**src/fsd_pkg.sv**
```systemverilog
// Package with shared constants and the letter order table for the decipher core.
`timescale 1ns / 1ps
package fsd_pkg;

	localparam int COUNT_BITS = 24;
	localparam int ALPHA_LEN = 26;
	localparam int IDX_W = $clog2(ALPHA_LEN);

	localparam logic [7:0] LETTER_A = 8'h61;
	localparam logic [7:0] LETTER_Z = 8'h7a;

	localparam logic [1:0] CMD_COUNT = 2'd0;
	localparam logic [1:0] CMD_DECODE = 2'd1;
	localparam logic [1:0] CMD_CLEAR = 2'd2;

	function automatic logic [7:0] german_letter(input logic [IDX_W-1:0] rank);
		logic [7:0] l;
		begin
			case (rank)
				5'd0: l = "e";
				5'd1: l = "n";
				5'd2: l = "i";
				5'd3: l = "a";
				5'd4: l = "s";
				5'd5: l = "t";
				5'd6: l = "r";
				5'd7: l = "u";
				5'd8: l = "h";
				5'd9: l = "d";
				5'd10: l = "l";
				5'd11: l = "c";
				5'd12: l = "m";
				5'd13: l = "o";
				5'd14: l = "g";
				5'd15: l = "k";
				5'd16: l = "w";
				5'd17: l = "b";
				5'd18: l = "z";
				5'd19: l = "f";
				5'd20: l = "v";
				5'd21: l = "p";
				5'd22: l = "j";
				5'd23: l = "x";
				5'd24: l = "y";
				5'd25: l = "q";
				default: l = "e";
			endcase
			return l;
		end
	endfunction

endpackage

```
**src/fsd_ram.sv**
```systemverilog
// Generic simple dual-port RAM with one write port and a registered read port.
`timescale 1ns / 1ps
module fsd_ram #(
	parameter int WIDTH = 8,
	parameter int DEPTH = 32,
	parameter int ADDR_W = $clog2(DEPTH)
) (
	input logic clk,
	input logic we,
	input logic [ADDR_W-1:0] waddr,
	input logic [WIDTH-1:0] wdata,
	input logic [ADDR_W-1:0] raddr,
	output logic [WIDTH-1:0] rdata
);

	logic [WIDTH-1:0] mem_q [DEPTH];

	always_ff @(posedge clk) begin
		if (we) begin
			mem_q[waddr] <= wdata;
		end
		rdata <= mem_q[raddr];
	end

endmodule

```
**src/frequency_substitution_decipher_core.sv**
```systemverilog
// Top level of the frequency-analysis substitution decipher core; it takes one word at a time.
// Count words of a lowercase letter, and decode words of one once ranked, hold busy in the cycle after acceptance.
// A decode word is strobed in the cycle after acceptance; a lowercase letter goes via ST_DEC_OUT.
// The first decode after reset, a clear or a count ranks all letters before its result is given.
// Reset clears the counters at once through per-letter valid bits; no clearing pass runs.
// Results are strobed on done for a single cycle; the receiver cannot stall.
`timescale 1ns / 1ps
module frequency_substitution_decipher_core (
	input logic clk,
	input logic arst_n,
	input logic start,
	output logic busy,
	input logic [1:0] cmd,
	input logic [7:0] data_byte,
	output logic done,
	output logic [7:0] plain_byte
);

	typedef enum logic [2:0] {
		ST_IDLE,
		ST_CNT_WR,
		ST_RANK_LOAD,
		ST_RANK_CI,
		ST_RANK_CMP,
		ST_DEC_ISSUE,
		ST_DEC_OUT
	} state_t;

	localparam logic [fsd_pkg::IDX_W-1:0] LAST_IDX = fsd_pkg::IDX_W'(fsd_pkg::ALPHA_LEN - 1);

	state_t state_q;
	logic [fsd_pkg::ALPHA_LEN-1:0] valid_q;
	logic map_ready_q;
	logic [7:0] byte_q;
	logic [fsd_pkg::IDX_W-1:0] i_q;
	logic [fsd_pkg::IDX_W-1:0] j_q;
	logic [fsd_pkg::IDX_W-1:0] rank_q;
	logic [fsd_pkg::COUNT_BITS-1:0] ci_q;

	logic cnt_we;
	logic [fsd_pkg::IDX_W-1:0] cnt_raddr;
	logic [fsd_pkg::COUNT_BITS-1:0] cnt_wdata;
	logic [fsd_pkg::COUNT_BITS-1:0] cnt_rdata;
	logic map_we;
	logic [fsd_pkg::IDX_W-1:0] map_raddr;
	logic [7:0] map_wdata;
	logic [7:0] map_rdata;

	logic in_lower;
	logic [fsd_pkg::IDX_W-1:0] in_idx;
	logic byte_lower;
	logic [fsd_pkg::IDX_W-1:0] byte_idx;
	logic [fsd_pkg::COUNT_BITS-1:0] cnt_eff_i;
	logic [fsd_pkg::COUNT_BITS-1:0] cnt_eff_j;
	logic [fsd_pkg::COUNT_BITS-1:0] cnt_eff_k;
	logic ranks_above;
	logic [fsd_pkg::IDX_W-1:0] rank_next;

	assign busy = (state_q != ST_IDLE);

	assign in_lower = (data_byte >= fsd_pkg::LETTER_A) && (data_byte <= fsd_pkg::LETTER_Z);
	assign in_idx = fsd_pkg::IDX_W'(data_byte - fsd_pkg::LETTER_A);
	assign byte_lower = (byte_q >= fsd_pkg::LETTER_A) && (byte_q <= fsd_pkg::LETTER_Z);
	assign byte_idx = fsd_pkg::IDX_W'(byte_q - fsd_pkg::LETTER_A);

	assign cnt_eff_i = valid_q[i_q] ? cnt_rdata : '0;
	assign cnt_eff_j = valid_q[j_q] ? cnt_rdata : '0;
	assign cnt_eff_k = valid_q[byte_idx] ? cnt_rdata : '0;
	assign ranks_above = (cnt_eff_j > ci_q) || ((cnt_eff_j == ci_q) && (j_q < i_q));
	assign rank_next = rank_q + fsd_pkg::IDX_W'(ranks_above);

	assign cnt_we = (state_q == ST_CNT_WR) && (cnt_eff_k != '1);
	assign cnt_wdata = cnt_eff_k + fsd_pkg::COUNT_BITS'(1);
	assign map_we = (state_q == ST_RANK_CMP) && (j_q == LAST_IDX);
	assign map_wdata = fsd_pkg::german_letter(rank_next);

	always_comb begin
		case (state_q)
			ST_RANK_LOAD: cnt_raddr = i_q;
			ST_RANK_CI: cnt_raddr = '0;
			ST_RANK_CMP: cnt_raddr = (j_q == LAST_IDX) ? i_q + fsd_pkg::IDX_W'(1) :
				j_q + fsd_pkg::IDX_W'(1);
			default: cnt_raddr = in_idx;
		endcase
	end

	assign map_raddr = (state_q == ST_DEC_ISSUE) ? byte_idx : in_idx;

	fsd_ram #(
		.WIDTH(fsd_pkg::COUNT_BITS),
		.DEPTH(fsd_pkg::ALPHA_LEN)
	) u_count_ram (
		.clk(clk),
		.we(cnt_we),
		.waddr(byte_idx),
		.wdata(cnt_wdata),
		.raddr(cnt_raddr),
		.rdata(cnt_rdata)
	);

	fsd_ram #(
		.WIDTH(8),
		.DEPTH(fsd_pkg::ALPHA_LEN)
	) u_map_ram (
		.clk(clk),
		.we(map_we),
		.waddr(i_q),
		.wdata(map_wdata),
		.raddr(map_raddr),
		.rdata(map_rdata)
	);

	always_ff @(posedge clk or negedge arst_n) begin
		if (!arst_n) begin
			state_q <= ST_IDLE;
			valid_q <= '0;
			map_ready_q <= 1'b0;
			done <= 1'b0;
			plain_byte <= '0;
			byte_q <= '0;
			i_q <= '0;
			j_q <= '0;
			rank_q <= '0;
			ci_q <= '0;
		end else begin
			done <= 1'b0;
			case (state_q)
				ST_IDLE: begin
					if (start) begin
						byte_q <= data_byte;
						case (cmd)
							fsd_pkg::CMD_COUNT: begin
								map_ready_q <= 1'b0;
								if (in_lower) begin
									state_q <= ST_CNT_WR;
								end
							end
							fsd_pkg::CMD_DECODE: begin
								if (!map_ready_q) begin
									i_q <= '0;
									state_q <= ST_RANK_LOAD;
								end else if (in_lower) begin
									state_q <= ST_DEC_OUT;
								end else begin
									done <= 1'b1;
									plain_byte <= data_byte;
								end
							end
							fsd_pkg::CMD_CLEAR: begin
								valid_q <= '0;
								map_ready_q <= 1'b0;
							end
							default: begin
							end
						endcase
					end
				end
				ST_CNT_WR: begin
					valid_q[byte_idx] <= 1'b1;
					state_q <= ST_IDLE;
				end
				ST_RANK_LOAD: begin
					state_q <= ST_RANK_CI;
				end
				ST_RANK_CI: begin
					ci_q <= cnt_eff_i;
					j_q <= '0;
					rank_q <= '0;
					state_q <= ST_RANK_CMP;
				end
				ST_RANK_CMP: begin
					rank_q <= rank_next;
					j_q <= j_q + fsd_pkg::IDX_W'(1);
					if (j_q == LAST_IDX) begin
						i_q <= i_q + fsd_pkg::IDX_W'(1);
						if (i_q == LAST_IDX) begin
							map_ready_q <= 1'b1;
							state_q <= ST_DEC_ISSUE;
						end else begin
							state_q <= ST_RANK_CI;
						end
					end
				end
				ST_DEC_ISSUE: begin
					if (byte_lower) begin
						state_q <= ST_DEC_OUT;
					end else begin
						done <= 1'b1;
						plain_byte <= byte_q;
						state_q <= ST_IDLE;
					end
				end
				ST_DEC_OUT: begin
					done <= 1'b1;
					plain_byte <= map_rdata;
					state_q <= ST_IDLE;
				end
				default: begin
					state_q <= ST_IDLE;
				end
			endcase
		end
	end

endmodule
```
**config.mk**
```make
export PLATFORM = sky130hd
export DESIGN_NAME = frequency_substitution_decipher_core
export DESIGN_NICKNAME = d
export VERILOG_FILES = /design/src/fsd_pkg.sv /design/src/fsd_ram.sv /design/src/frequency_substitution_decipher_core.sv
export SDC_FILE = /design/constraint.sdc
export NUM_CORES = 1
export LEC_CHECK = 0
export BUFFER_PORTS_ARGS = -buffer_cell sky130_fd_sc_hd__buf_4
export CAP_MARGIN = 20
export CORE_ASPECT_RATIO = 0.7
export CORE_MARGIN = 5
export CORE_UTILIZATION = 63
export CTS_BUF_LIST = sky130_fd_sc_hd__clkbuf_8 sky130_fd_sc_hd__clkbuf_16
export CTS_CLUSTER_DIAMETER = 200
export DETAILED_ROUTE_END_ITERATION = 12
export HOLD_SLACK_MARGIN = 0.12
export PLACE_DENSITY = 0.79
export SLEW_MARGIN = 20
export SYNTH_ARGS = -nofsm -noshare
export SYNTH_HDL_FRONTEND = slang
export SYNTH_SLANG_ARGS = --single-unit
```
**constraint.sdc**
```tcl
create_clock -name clk -period 8.7 [get_ports clk]
set_input_delay 0 -clock clk [delete_from_list [all_inputs] [get_ports clk]]
set_output_delay 0 -clock clk [all_outputs]
set_load 0.03 [all_outputs]
```
# After elaboration in Yosys (flattened, before gate mapping)
# Memory sizes are Yosys's and may differ from the RTL's. A register that Yosys moved wholly into a read port is not among the register bits.
# Cells that the tools add are included.
# op_classes
n_reduce_logical,21
n_eq_ne,25
n_bitwise,1
muxes,54
n_lt_le_gt_ge,10
add_sub_neg,6
# op_table
op,count
2-to-1 mux 24 bit,3
2-to-1 mux 26 bit,2
one-hot mux 26 bit (2 select lines),1
2-to-1 mux 8 bit,5
2-to-1 mux 5 bit,6
one-hot mux 5 bit (2 select lines),3
bitwise OR 26 bit,1
adder 24 x 1 -> 24 bit (second input constant),1
equality test 24 bit,1
> comparator 24 bit,1
inequality test 24 bit (second input constant),1
one-hot mux 8 bit (3 select lines),1
2-to-1 mux 3 bit,7
< comparator 5 x 6 -> 1 bit (second input constant),3
2-to-1 mux 1 bit,17
>= comparator 8 x 7 -> 1 bit (second input constant),2
<= comparator 8 x 7 -> 1 bit (second input constant),2
binary-select mux 1 bit (select 5 bit),3
one-hot mux 3 bit (5 select lines),1
one-hot mux 5 bit (3 select lines),1
AND reduction 5 bit,3
inequality test 2 bit (second input constant),6
adder 5 x 1 -> 5 bit (second input constant),2
equality test 5 bit (second input constant),2
27 further kinds,42
# word_totals
output_inout_bits,10
ram_bits,832
ff_bits,86
elab_cells,130
input_bits,13
romBits,160
memories,3
# memory_table
name,words,width,read_ports,rd_clocked_by_memory_dff,wr,line,source
u_count_ram.mem_q,26,24,1,1,1,fsd_ram.sv:16,logic [WIDTH-1:0] mem_q [DEPTH];
u_map_ram.mem_q,26,8,1,1,1,fsd_ram.sv:16,
(no name shown),32,5,1,0,0,fsd_pkg.sv:19,case (rank)

# Longest topological paths before layout
# Gate-level depths: netlist (run 1).
# depth
depth_word,8
mapped_depth,26
mapped_depth_nobuf,24

# Hierarchy
# Synthesis (run 1) repeated with hierarchy kept, for this count alone.
# hier_totals
cells_unflattened,2393
hier_area_um2,39638.0
# modules_own_cells
mod,seq_area_each_um2,cells_each,n_inst,area_each_um2
fsd_ram (u_count_ram),19218.4,1165,1,24532.3
fsd_ram (u_map_ram),6406.1,474,1,8463.1
frequency_substitution_decipher_core,2152.1,754,1,6642.6

# Least setup slack after synthesis (run 1)
# Ideal clock, no wire load.
# synth_timing
kind,flip-flop to flip-flop
startpoint,reg j_q[0] (netlist name)
endpoint,"mem u_map_ram.mem_q[0][1], data pin"
required_ns,8.292
path_slack_ns,2.128
stages_incl_launch_ff,23
n_path_buf,3
synth_period_minus_slack_ns,6.572
arrival_time_ns,6.164
setup_ns,0.408
cell_sequence,dfrtp_1 buf_2 mux4_2 mux4_2 mux2i_1 clkbuf_1 nand2b_1 ha_1 nor2b_1 o21a_1 o21a_1 o21ai_0 a21oi_1 o311a_1 a2111oi_0 a21oi_1 ha_1 ha_1 xor2_1 clkbuf_1 nor2_1 a211o_1 o21ai_0
# synth_between
elab_chain_cells,8
elab_cells_between_ends,10
classes_between,1 x add/sub; 2 x order compare; 1 x eq/ne; 3 x mux; 2 x reduce/logical; 1 x memory
# synth_rtl
item,line,source
"start, declared",frequency_substitution_decipher_core.sv:36,logic [fsd_pkg::IDX_W-1:0] j_q;
"start signal, assigned",frequency_substitution_decipher_core.sv:173,j_q <= j_q + fsd_pkg::IDX_W'(1);
branches (longest 5 deep; another with > comparator 24 bit),--,
logical OR 1 bit *,frequency_substitution_decipher_core.sv:69,assign ranks_above = (cnt_eff_j > ci_q) || ((cnt_eff_j == ci_q) && (j_q < i_q));
adder 5 x 1 -> 5 bit *,frequency_substitution_decipher_core.sv:70,assign rank_next = rank_q + fsd_pkg::IDX_W'(ranks_above);
memory (32 x 5 bit) *,--,
named net map_wdata[1],frequency_substitution_decipher_core.sv:46,logic [7:0] map_wdata;
"end, declared",fsd_ram.sv:16,
# Mark *: on every way through the listed nets, which the timed path passes. The select of a mux whose other input is x is not followed.

# Final worst setup path (run 1)
# layout_timing
startpoint,reg j_q[0] (netlist name)
endpoint,"mem u_map_ram.mem_q[80][2], in the netlist u_map_ram.mem_q[20][2], data pin"
# The elaborated chain is that of the path after synthesis.

==> results of run 1 <==
## sequential cells by signal, indices dropped and copies added (netlist names)
| name | cells |
|---|---|
| u_count_ram.mem_q | 624 |
| u_map_ram.mem_q | 130 |
| valid_q | 26 |
| ci_q | 24 |
| u_count_ram.rdata | 24 |
| byte_q | 8 |
| plain_byte | 8 |
| i_q | 5 |
| j_q | 5 |
| rank_q | 5 |
| u_map_ram.rdata | 5 |
| state_q | 3 |
| done | 1 |
| map_ready_q | 1 |
## metal layers
metal  routed length, um  vias to the layer above
met5                  36                        -
met3               14000                      146
met4                2050                        6
li1                    -                    10500
met1               39800                    12000
met2               40900                     1558
## kinds of logic (layout without fill, tap and decap cells)
logic type	after synthesis	in the layout
AND/OR/NAND/NOR	982	982
flip-flops	869	869
AO/OA/AOI/OAI	508	508
buffers and inverters	219	295
multiplexers	142	142
adder cells (fa/ha/maj)	55	55
XOR/XNOR	43	43
## power groups by stage
stage	clock, W	combinational (W)	sequential, W
floorplan	0	0.00342	0.00623
global placement	0	0.00532	0.00635
detailed placement	0	0.00550	0.00636
CTS	0.00335	0.00555	0.00628
global route	0.00353	0.00611	0.00631
finish	0.00332	0.00570	0.00629
## final timing paths
check,start,endpoint,slack [ns]
hold / removal,data_byte[6],byte_q[6],0.21
setup reg to reg,j_q[0],u_map_ram.mem_q[20][2],1.26
hold reg to reg,ci_q[7],ci_q[7],0.51
setup / recovery,j_q[0],u_map_ram.mem_q[20][2],1.26
max in group asynchronous,arst_n,ci_q[19],7.57
min in group asynchronous,arst_n,i_q[4],0.55
## synth_stat cells (all sizes together), types with 5 or more instances
master / instances / share of area [%]
mux4: 51 / 3.1
a211oi: 54 / 1.1
and3: 104 / 1.8
ha: 55 / 1.9
nor3: 16 / 0.24
xor2: 23 / 0.54
a31oi: 73 / 1.2
nor2b: 33 / 0.56
o31ai: 27 / 0.55
edfxtp: 754 / 61
o21ai: 61 / 0.83
nand2b: 11 / 0.19
o221ai: 6 / 0.14
xnor2: 20 / 0.47
a22o: 26 / 0.61
and2: 11 / 0.19
o32ai: 24 / 0.57
inv: 52 / 0.53
mux2i: 75 / 2.0
o22ai: 35 / 0.59
dfxtp: 29 / 1.6
clkbuf: 86 / 0.87
nor2: 172 / 1.7
a21oi: 156 / 2.1
nand3: 36 / 0.49
o21a: 5 / 0.10
nand2: 585 / 5.9
o211ai: 11 / 0.22
a21o: 6 / 0.12
dfrtp: 86 / 5.8
mux2: 16 / 0.49
buf: 81 / 1.4
nand4: 7 / 0.12
## cell usage in the layout, fill, tap and decap left out, types with 46 or more instances in the layout
cell type,Yosys,layout
edfxtp_1,754,754
and3_1,104,104
a21oi_1,156,155
buf_4,12,75
a31oi_1,73,73
nand2_1,585,585
o21ai_0,57,56
clkbuf_16,0,80
inv_1,52,73
mux4_2,50,50
dfrtp_1,86,86
nor2_1,171,145
ha_1,55,55
a211oi_1,54,46
mux2i_1,75,72
## worst reg2reg max path: cells and delay by family, from the launching register on
| family | cells | cell delay, ns |
|---|---|---|
| multiplexers | 3 | 1.70 |
| flip-flops | 1 | 0.80 |
| AND/OR/NAND/NOR | 3 | 0.20 |
| XOR/XNOR | 1 | 0.75 |
| buffers and inverters | 2 | 0.58 |
| adder cells (fa/ha/maj) | 3 | 0.84 |
| AO/OA/AOI/OAI | 11 | 2.35 |
## timing repair
item / 4_1_cts / 5_1_grt
hold endpoints to repair: 107 / 19
buffers inserted: 0 / 0
hold buffers: 24 / 1
## layout make-up
type / count / area, um^2 / area share [%]
Sequential cell: 869 / 25400 / 62.2
Inverter: 52 / 195 / 0.478
Clock buffer: 80 / 2000 / 4.90
Multi-Input combinational cell: 1730 / 11000 / 26.9
Clock inverter: 59 / 424 / 1.04
Tap cell: 760 / 951 / 2.33
Timing Repair Buffer: 104 / 885 / 2.17
## stage by stage
step | cell area [um^2] | cells
6_report | 40800 | 3654
3_3_place_gp | 38100 | 3490
4_1_cts | 40800 | 3653
5_1_grt | 40800 | 3654
3_5_place_dp | 38100 | 3490
2_1_floorplan | 37100 | 2818
==> results.json, run 1 <==
{
  "status": "finished, final reports clean",
  "clockBufferDepth": 3,
  "syn_nets": 2886,
  "drcViolationCount": 0,
  "die_area_um2": 63800,
  "max_stage_delay_ns": 0.80,
  "synth-simple-area-share_pct": 11.4,
  "seqPwrFrac_pct": 41.1,
  "avgSynthCellArea_um2": 13.1,
  "p_sw_w": 0.00595,
  "die_w_um": 300,
  "worst-path-buf-inv": 2,
  "p_per_area_nw_per_um2": 375,
  "routabilityCongestion": 0.908,
  "crit_family": "compound AO/OA/AOI/OAI gates",
  "worst-path-stages": 23,
  "ant_nets": 0,
  "n_antenna_cell": 0,
  "end_kind": "register",
  "synth-edff-count": 754,
  "cp_cell_sequence": "mux4_2, mux4_2, mux2i_2, buf_4, nor2b_1, ha_1, o21a_1, o21a_1, o21ai_0, a21oi_1, o311a_1, a2111oi_0, a21oi_1, ha_1, ha_1, xor2_1, o21ai_0, a21oi_1, nor3_1, a31oi_1, nor2_1, a21oi_1, buf_4",
  "grt_antenna_before_repair": 6,
  "yosysWarnings": 0,
  "mappedNetlistArea_um2": 37100,
  "ys.flop_type": "edfxtp_1",
  "grt_first_pass_wirelength_um": 145000,
  "grt_util_met1_pct": 47.4,
  "setup_ws_ns": 1.26,
  "p_leak_nw": 14.9,
  "grt_max_degree": 195,
  "via_per_inst": 6.60,
  "syn_inst": 2818,
  "grtUsageTotal_pct": 30.2,
  "synthMuxAreaShare_pct": 5.62,
  "hold_slack_ns": 0.212,
  "crit_type": "reg2reg",
  "overflow": 0,
  "cts.sinks": 869,
  "use_met3_pct": 9.77,
  "arrival_ns": 7.87,
  "fin_nets": 2904,
  "yosysUniqueCellTypes": 67,
  "num_io_pins": 23,
  "drive_gt1_share_pct": 10.9,
  "period_minus_slack_ns": 7.44,
  "utilization_pct": 70.0,
  "drv_slew": 0,
  "critPathMostFrequentCell": "a21oi_1",
  "cts_resized": 0,
  "hold_class": "in2reg",
  "numCtsBuffers": 79,
  "finClkSkew_ns": 0.0282,
  "synth_top_family_by_area": "simple AND/OR/NAND/NOR gates",
  "clock-root-buffer": "clkbuf_16",
  "setup-violations-final": 0,
  "p_int_w": 0.00937,
  "rr_worst_depth": 23,
  "synthXorXnorAreaFrac_pct": 1.02,
  "cpMaxStageDelayCell": "dfrtp_1",
  "pwr-share-clk_pct": 21.7,
  "start_kind": "register",
  "fin_crit_sh_pct": 85.5,
  "fp-row-count": 74,
  "dr.first_iter.drc_count": 3750,
  "synth.ff_latch_count": 869,
  "htreeDepth": 3,
  "maxCapViolCount": 0,
  "hold_violations": 0,
  "dp_slack_ns": 1.39,
  "rsz0062_at_grt": "false",
  "drt_first_pass_iters": 6,
  "coreArea_um2": 58300,
  "clk_latency_ns": 0.64,
  "power.share.switching_pct": 38.8,
  "tightestPinTransition_ns": 1.20,
  "cts_tree": "done",
  "required_ns": 9.13,
  "wire_per_inst_um": 26.5,
  "clk_pin_slew_ns": 0.06,
  "fmax_mhz": 134,
  "fill_cells": 3864,
  "synthToLayoutAreaGrowth_pct": 10.2,
  "vias": 24100,
  "pwr-share-comb_pct": 37.2,
  "total_power_w": 0.0153,
  "synth_fa_ha_area_share_pct": 1.86,
  "die_height_um": 213,
  "io_buffers": 22,
  "wl_um": 96800,
  "setup-tns-final_ns": 0,
  "synth_compound_area_share_pct": 8.82,
  "busiest_layer": "met1",
  "cp_max_fo": 26,
  "ys_seq_area_share_pct": 68.5,
  "hpwl_um": 58700,
  "initial_core_util_pct": 63.5,
  "ir_drop_uv": 688,
  "async_reset_ff_share_pct": 9.90,
  "whs_path_depth": 3,
  "relSlewSlack_pct": 19.8,
  "use_met2_pct": 41.7,
  "first_global_vias": 22700
}
Power figures use the tool's default switching activity.
==> run 2, diff against run 1 <==
--- a/config.mk
+++ b/config.mk
@@ -9,13 +9,14 @@
 export CAP_MARGIN = 20
 export CORE_ASPECT_RATIO = 0.7
 export CORE_MARGIN = 5
-export CORE_UTILIZATION = 63
+export CORE_UTILIZATION = 64
 export CTS_BUF_LIST = sky130_fd_sc_hd__clkbuf_8 sky130_fd_sc_hd__clkbuf_16
 export CTS_CLUSTER_DIAMETER = 200
 export DETAILED_ROUTE_END_ITERATION = 12
 export HOLD_SLACK_MARGIN = 0.12
-export PLACE_DENSITY = 0.79
+export PLACE_DENSITY = 0.8
 export SLEW_MARGIN = 20
 export SYNTH_ARGS = -nofsm -noshare
 export SYNTH_HDL_FRONTEND = slang
+export SYNTH_HIERARCHICAL = 1
 export SYNTH_SLANG_ARGS = --single-unit
==> results.json, run 2 <==
{
  "p_per_area_nw_per_um2": 197,
  "synth.ff_latch_count": 950,
  "cts.sinks": 950,
  "status": "finished, final reports clean",
  "synth_top_family_by_area": "multiplexers",
  "setup-violations-final": 0,
  "tightestPinTransition_ns": 1.21,
  "avgSynthCellArea_um2": 16.6,
  "cts_resized": 0,
  "required_ns": 8.99,
  "cts_tree": "done",
  "coreArea_um2": 61400,
  "top_regs": "u_count_ram/mem_q: 624 flops, u_map_ram/mem_q: 208 flops, valid_q: 26 flops",
  "fmax_mhz": 136,
  "clockBufferDepth": 3,
  "synth-simple-area-share_pct": 5.28,
  "wire_per_inst_um": 27.2,
  "overflow": 0,
  "via_per_inst": 6.60,
  "drive_gt1_share_pct": 17.7,
  "synth-edff-count": 832,
  "rr_worst_depth": 17,
  "synth_fa_ha_area_share_pct": 1.67,
  "synth_most_common_cell": "edfxtp_1",
  "vias": 22600,
  "largest_reg_flops": 624,
  "fin_crit_sh_pct": 84.8,
  "n_antenna_cell": 0,
  "htreeDepth": 3,
  "drv_slew": 0,
  "wl_um": 93000,
  "total_power_w": 0.00871,
  "cpMaxStageDelayCell": "xnor2_1",
  "yosysUniqueCellTypes": 72,
  "io_buffers": 22,
  "power.share.switching_pct": 20.1,
  "placedCellCount": 3239,
  "fp-row-count": 76,
  "grt_max_degree": 131,
  "grt_first_pass_wirelength_um": 140000,
  "die_area_um2": 67100,
  "layout_commonest_cell": "edfxtp_1",
  "synthXorXnorAreaFrac_pct": 0.840,
  "critPathMostFrequentCell": "ha_1",
  "layout_common_cells": "edfxtp_1 (832), mux2i_1 (179), nor2_1 (132)",
  "hold_violations": 0,
  "hpwl_um": 55900,
  "synthToLayoutAreaGrowth_pct": 11.3,
  "dr.first_iter.drc_count": 3213,
  "yosysTopAreaCell": "edfxtp_1",
  "fin_nets": 2597,
  "ir_drop_uv": 275,
  "instances_no_fill": 3420,
  "whs_path_depth": 5,
  "finClkSkew_ns": 0.0241,
  "maxCapViolCount": 0,
  "period_minus_slack_ns": 7.38,
  "grt_antenna_before_repair": 2,
  "synth_top_area_share_pct": 63.0,
  "crit_type": "reg2reg",
  "setup-tns-final_ns": 0,
  "p_int_w": 0.00696,
  "end_kind": "register",
  "die_w_um": 307,
  "ys.flop_type": "edfxtp_1",
  "async_reset_ff_share_pct": 9.05,
  "synthTopCellsByArea": "edfxtp_1 (63%), mux4_2 (7.1%), dfrtp_1 (5.4%)",
  "yosysWarnings": 6,
  "pwr-share-clk_pct": 42.0,
  "p_sw_w": 0.00175,
  "clock-root-buffer": "clkbuf_16",
  "utilization_pct": 71.8,
  "relSlewSlack_pct": 19.3,
  "synth_common_cells": "edfxtp_1 (832), mux2i_1 (179), nor2_1 (162)",
  "cp_max_fo": 26,
  "hold_class": "in2reg",
  "pwr-share-comb_pct": 1.7,
  "hold_slack_ns": 0.405,
  "top_register": "u_count_ram/mem_q",
  "die_height_um": 218,
  "grtUsageTotal_pct": 27.9,
  "clk_latency_ns": 0.65,
  "clk_pin_slew_ns": 0.07,
  "fill_cells": 3722,
  "synthMuxAreaShare_pct": 14.2,
  "cp_cell_sequence": "mux4_2, mux4_2, mux2i_4, nor2b_1, ha_1, nand4_1, nor3_1, nand4_1, a211o_1, a21oi_1, ha_1, ha_1, nand3_1, xnor2_1, a21boi_0, o22ai_1, a21oi_2",
  "drcViolationCount": 0,
  "start_kind": "register",
  "rsz0062_at_grt": "false",
  "synth_compound_area_share_pct": 5.75,
  "syn_inst": 2393,
  "arrival_ns": 7.67,
  "seqPwrFrac_pct": 56.3,
  "ys_seq_area_share_pct": 70.1,
  "first_global_vias": 22300,
  "p_leak_nw": 14.7,
  "max_stage_delay_ns": 0.90,
  "num_io_pins": 23,
  "drt_first_pass_iters": 8,
  "numCtsBuffers": 84,
  "ant_nets": 0,
  "mappedNetlistArea_um2": 39600,
  "routabilityCongestion": 0.894,
  "initial_core_util_pct": 64.5
}
[run 2: changes by cell type in the layout (fill, tap and decap cells not counted), sizes merged, moves of 25 or more]
cell,delta
and3,-100
o31ai,-26
mux2i,+105
a21oi,-78
conb,+78
edfxtp,+78
mux2,+55
a31oi,-62
o211ai,+27
mux4,+81
o22ai,-25
a211oi,-49
nand2,-466
a22oi,+39
[run 2: per-layer routing]
metal,vias up,global-route usage [%],share of wire [%]
li1,9553,-,-
met1,11500,44.6,42
met2,1382,40.1,44
met3,153,6.15,12
met4,2,6.17,2.1
met5,-,0,0.014
[run 2: worst paths after layout]
| path | endpoint | start | slack, ns |
|---|---|---|---|
| worst min-delay path | plain_byte[4] | data_byte[4] | 0.40 |
| min in group asynchronous | done | arst_n | 0.47 |
| worst max register to register | u_map_ram/mem_q[1][2] | j_q[1] | 1.32 |
| worst max-delay path | u_map_ram/mem_q[1][2] | j_q[1] | 1.32 |
| worst min register to register | ci_q[6] | ci_q[6] | 0.51 |
| max in group asynchronous | rank_q[4] | arst_n | 7.31 |
[run 2: cell families after synthesis]
group | after synthesis
fa+ha+maj | 53
compound gates | 336
xor+xnor | 38
mux | 383
simple gates | 450
flops | 950
other cells | 2
buf+inv | 181
[run 2: worst max-delay path, delay by kind of cell (launching register included)]
kind                       cells  cell delay (ns)
AOI/OAI and AO/OA              5             1.88
and+or+nand+nor                5             0.98
xor gates and xnor gates       1             0.90
muxes                          3             1.74
DFF                            1             0.69
adders and majority gates      3             0.83
[run 2: metrics by stage]
stage	cell area [um^2]	worst slack (ns)
CTS	44100	1.55
detailed placement	41100	1.61
finish	44100	1.32
floorplan	39900	2.94
global placement	41100	2.15
global route	44100	0.884
[run 2: cell type report]
type | count | area [um^2] | area share (%)
Timing Repair Buffer | 110 | 918 | 2.08
Tap cell | 819 | 1020 | 2.32
Clock buffer | 92 | 2230 | 5.06
Multi-Input combinational cell | 1338 | 11500 | 26.1
Sequential cell | 950 | 27800 | 62.9
Inverter | 47 | 176 | 0.400
Clock inverter | 64 | 488 | 1.11
[run 2: power by group through the flow]
stage / registers, W / logic, W / clock network [W]
3_3_place_gp: 0.00500 / 0.000135 / 0
6_report: 0.00490 / 0.000149 / 0.00365
2_1_floorplan: 0.00500 / 0.0000829 / 0
4_1_cts: 0.00490 / 0.000144 / 0.00370
5_1_grt: 0.00490 / 0.000159 / 0.00391
3_5_place_dp: 0.00500 / 0.000137 / 0
[run 2: timing repair]
action	4_1_cts	5_1_grt
hold buffers	25	0
endpoints found under the hold margin	119	0
buffers inserted	0	0
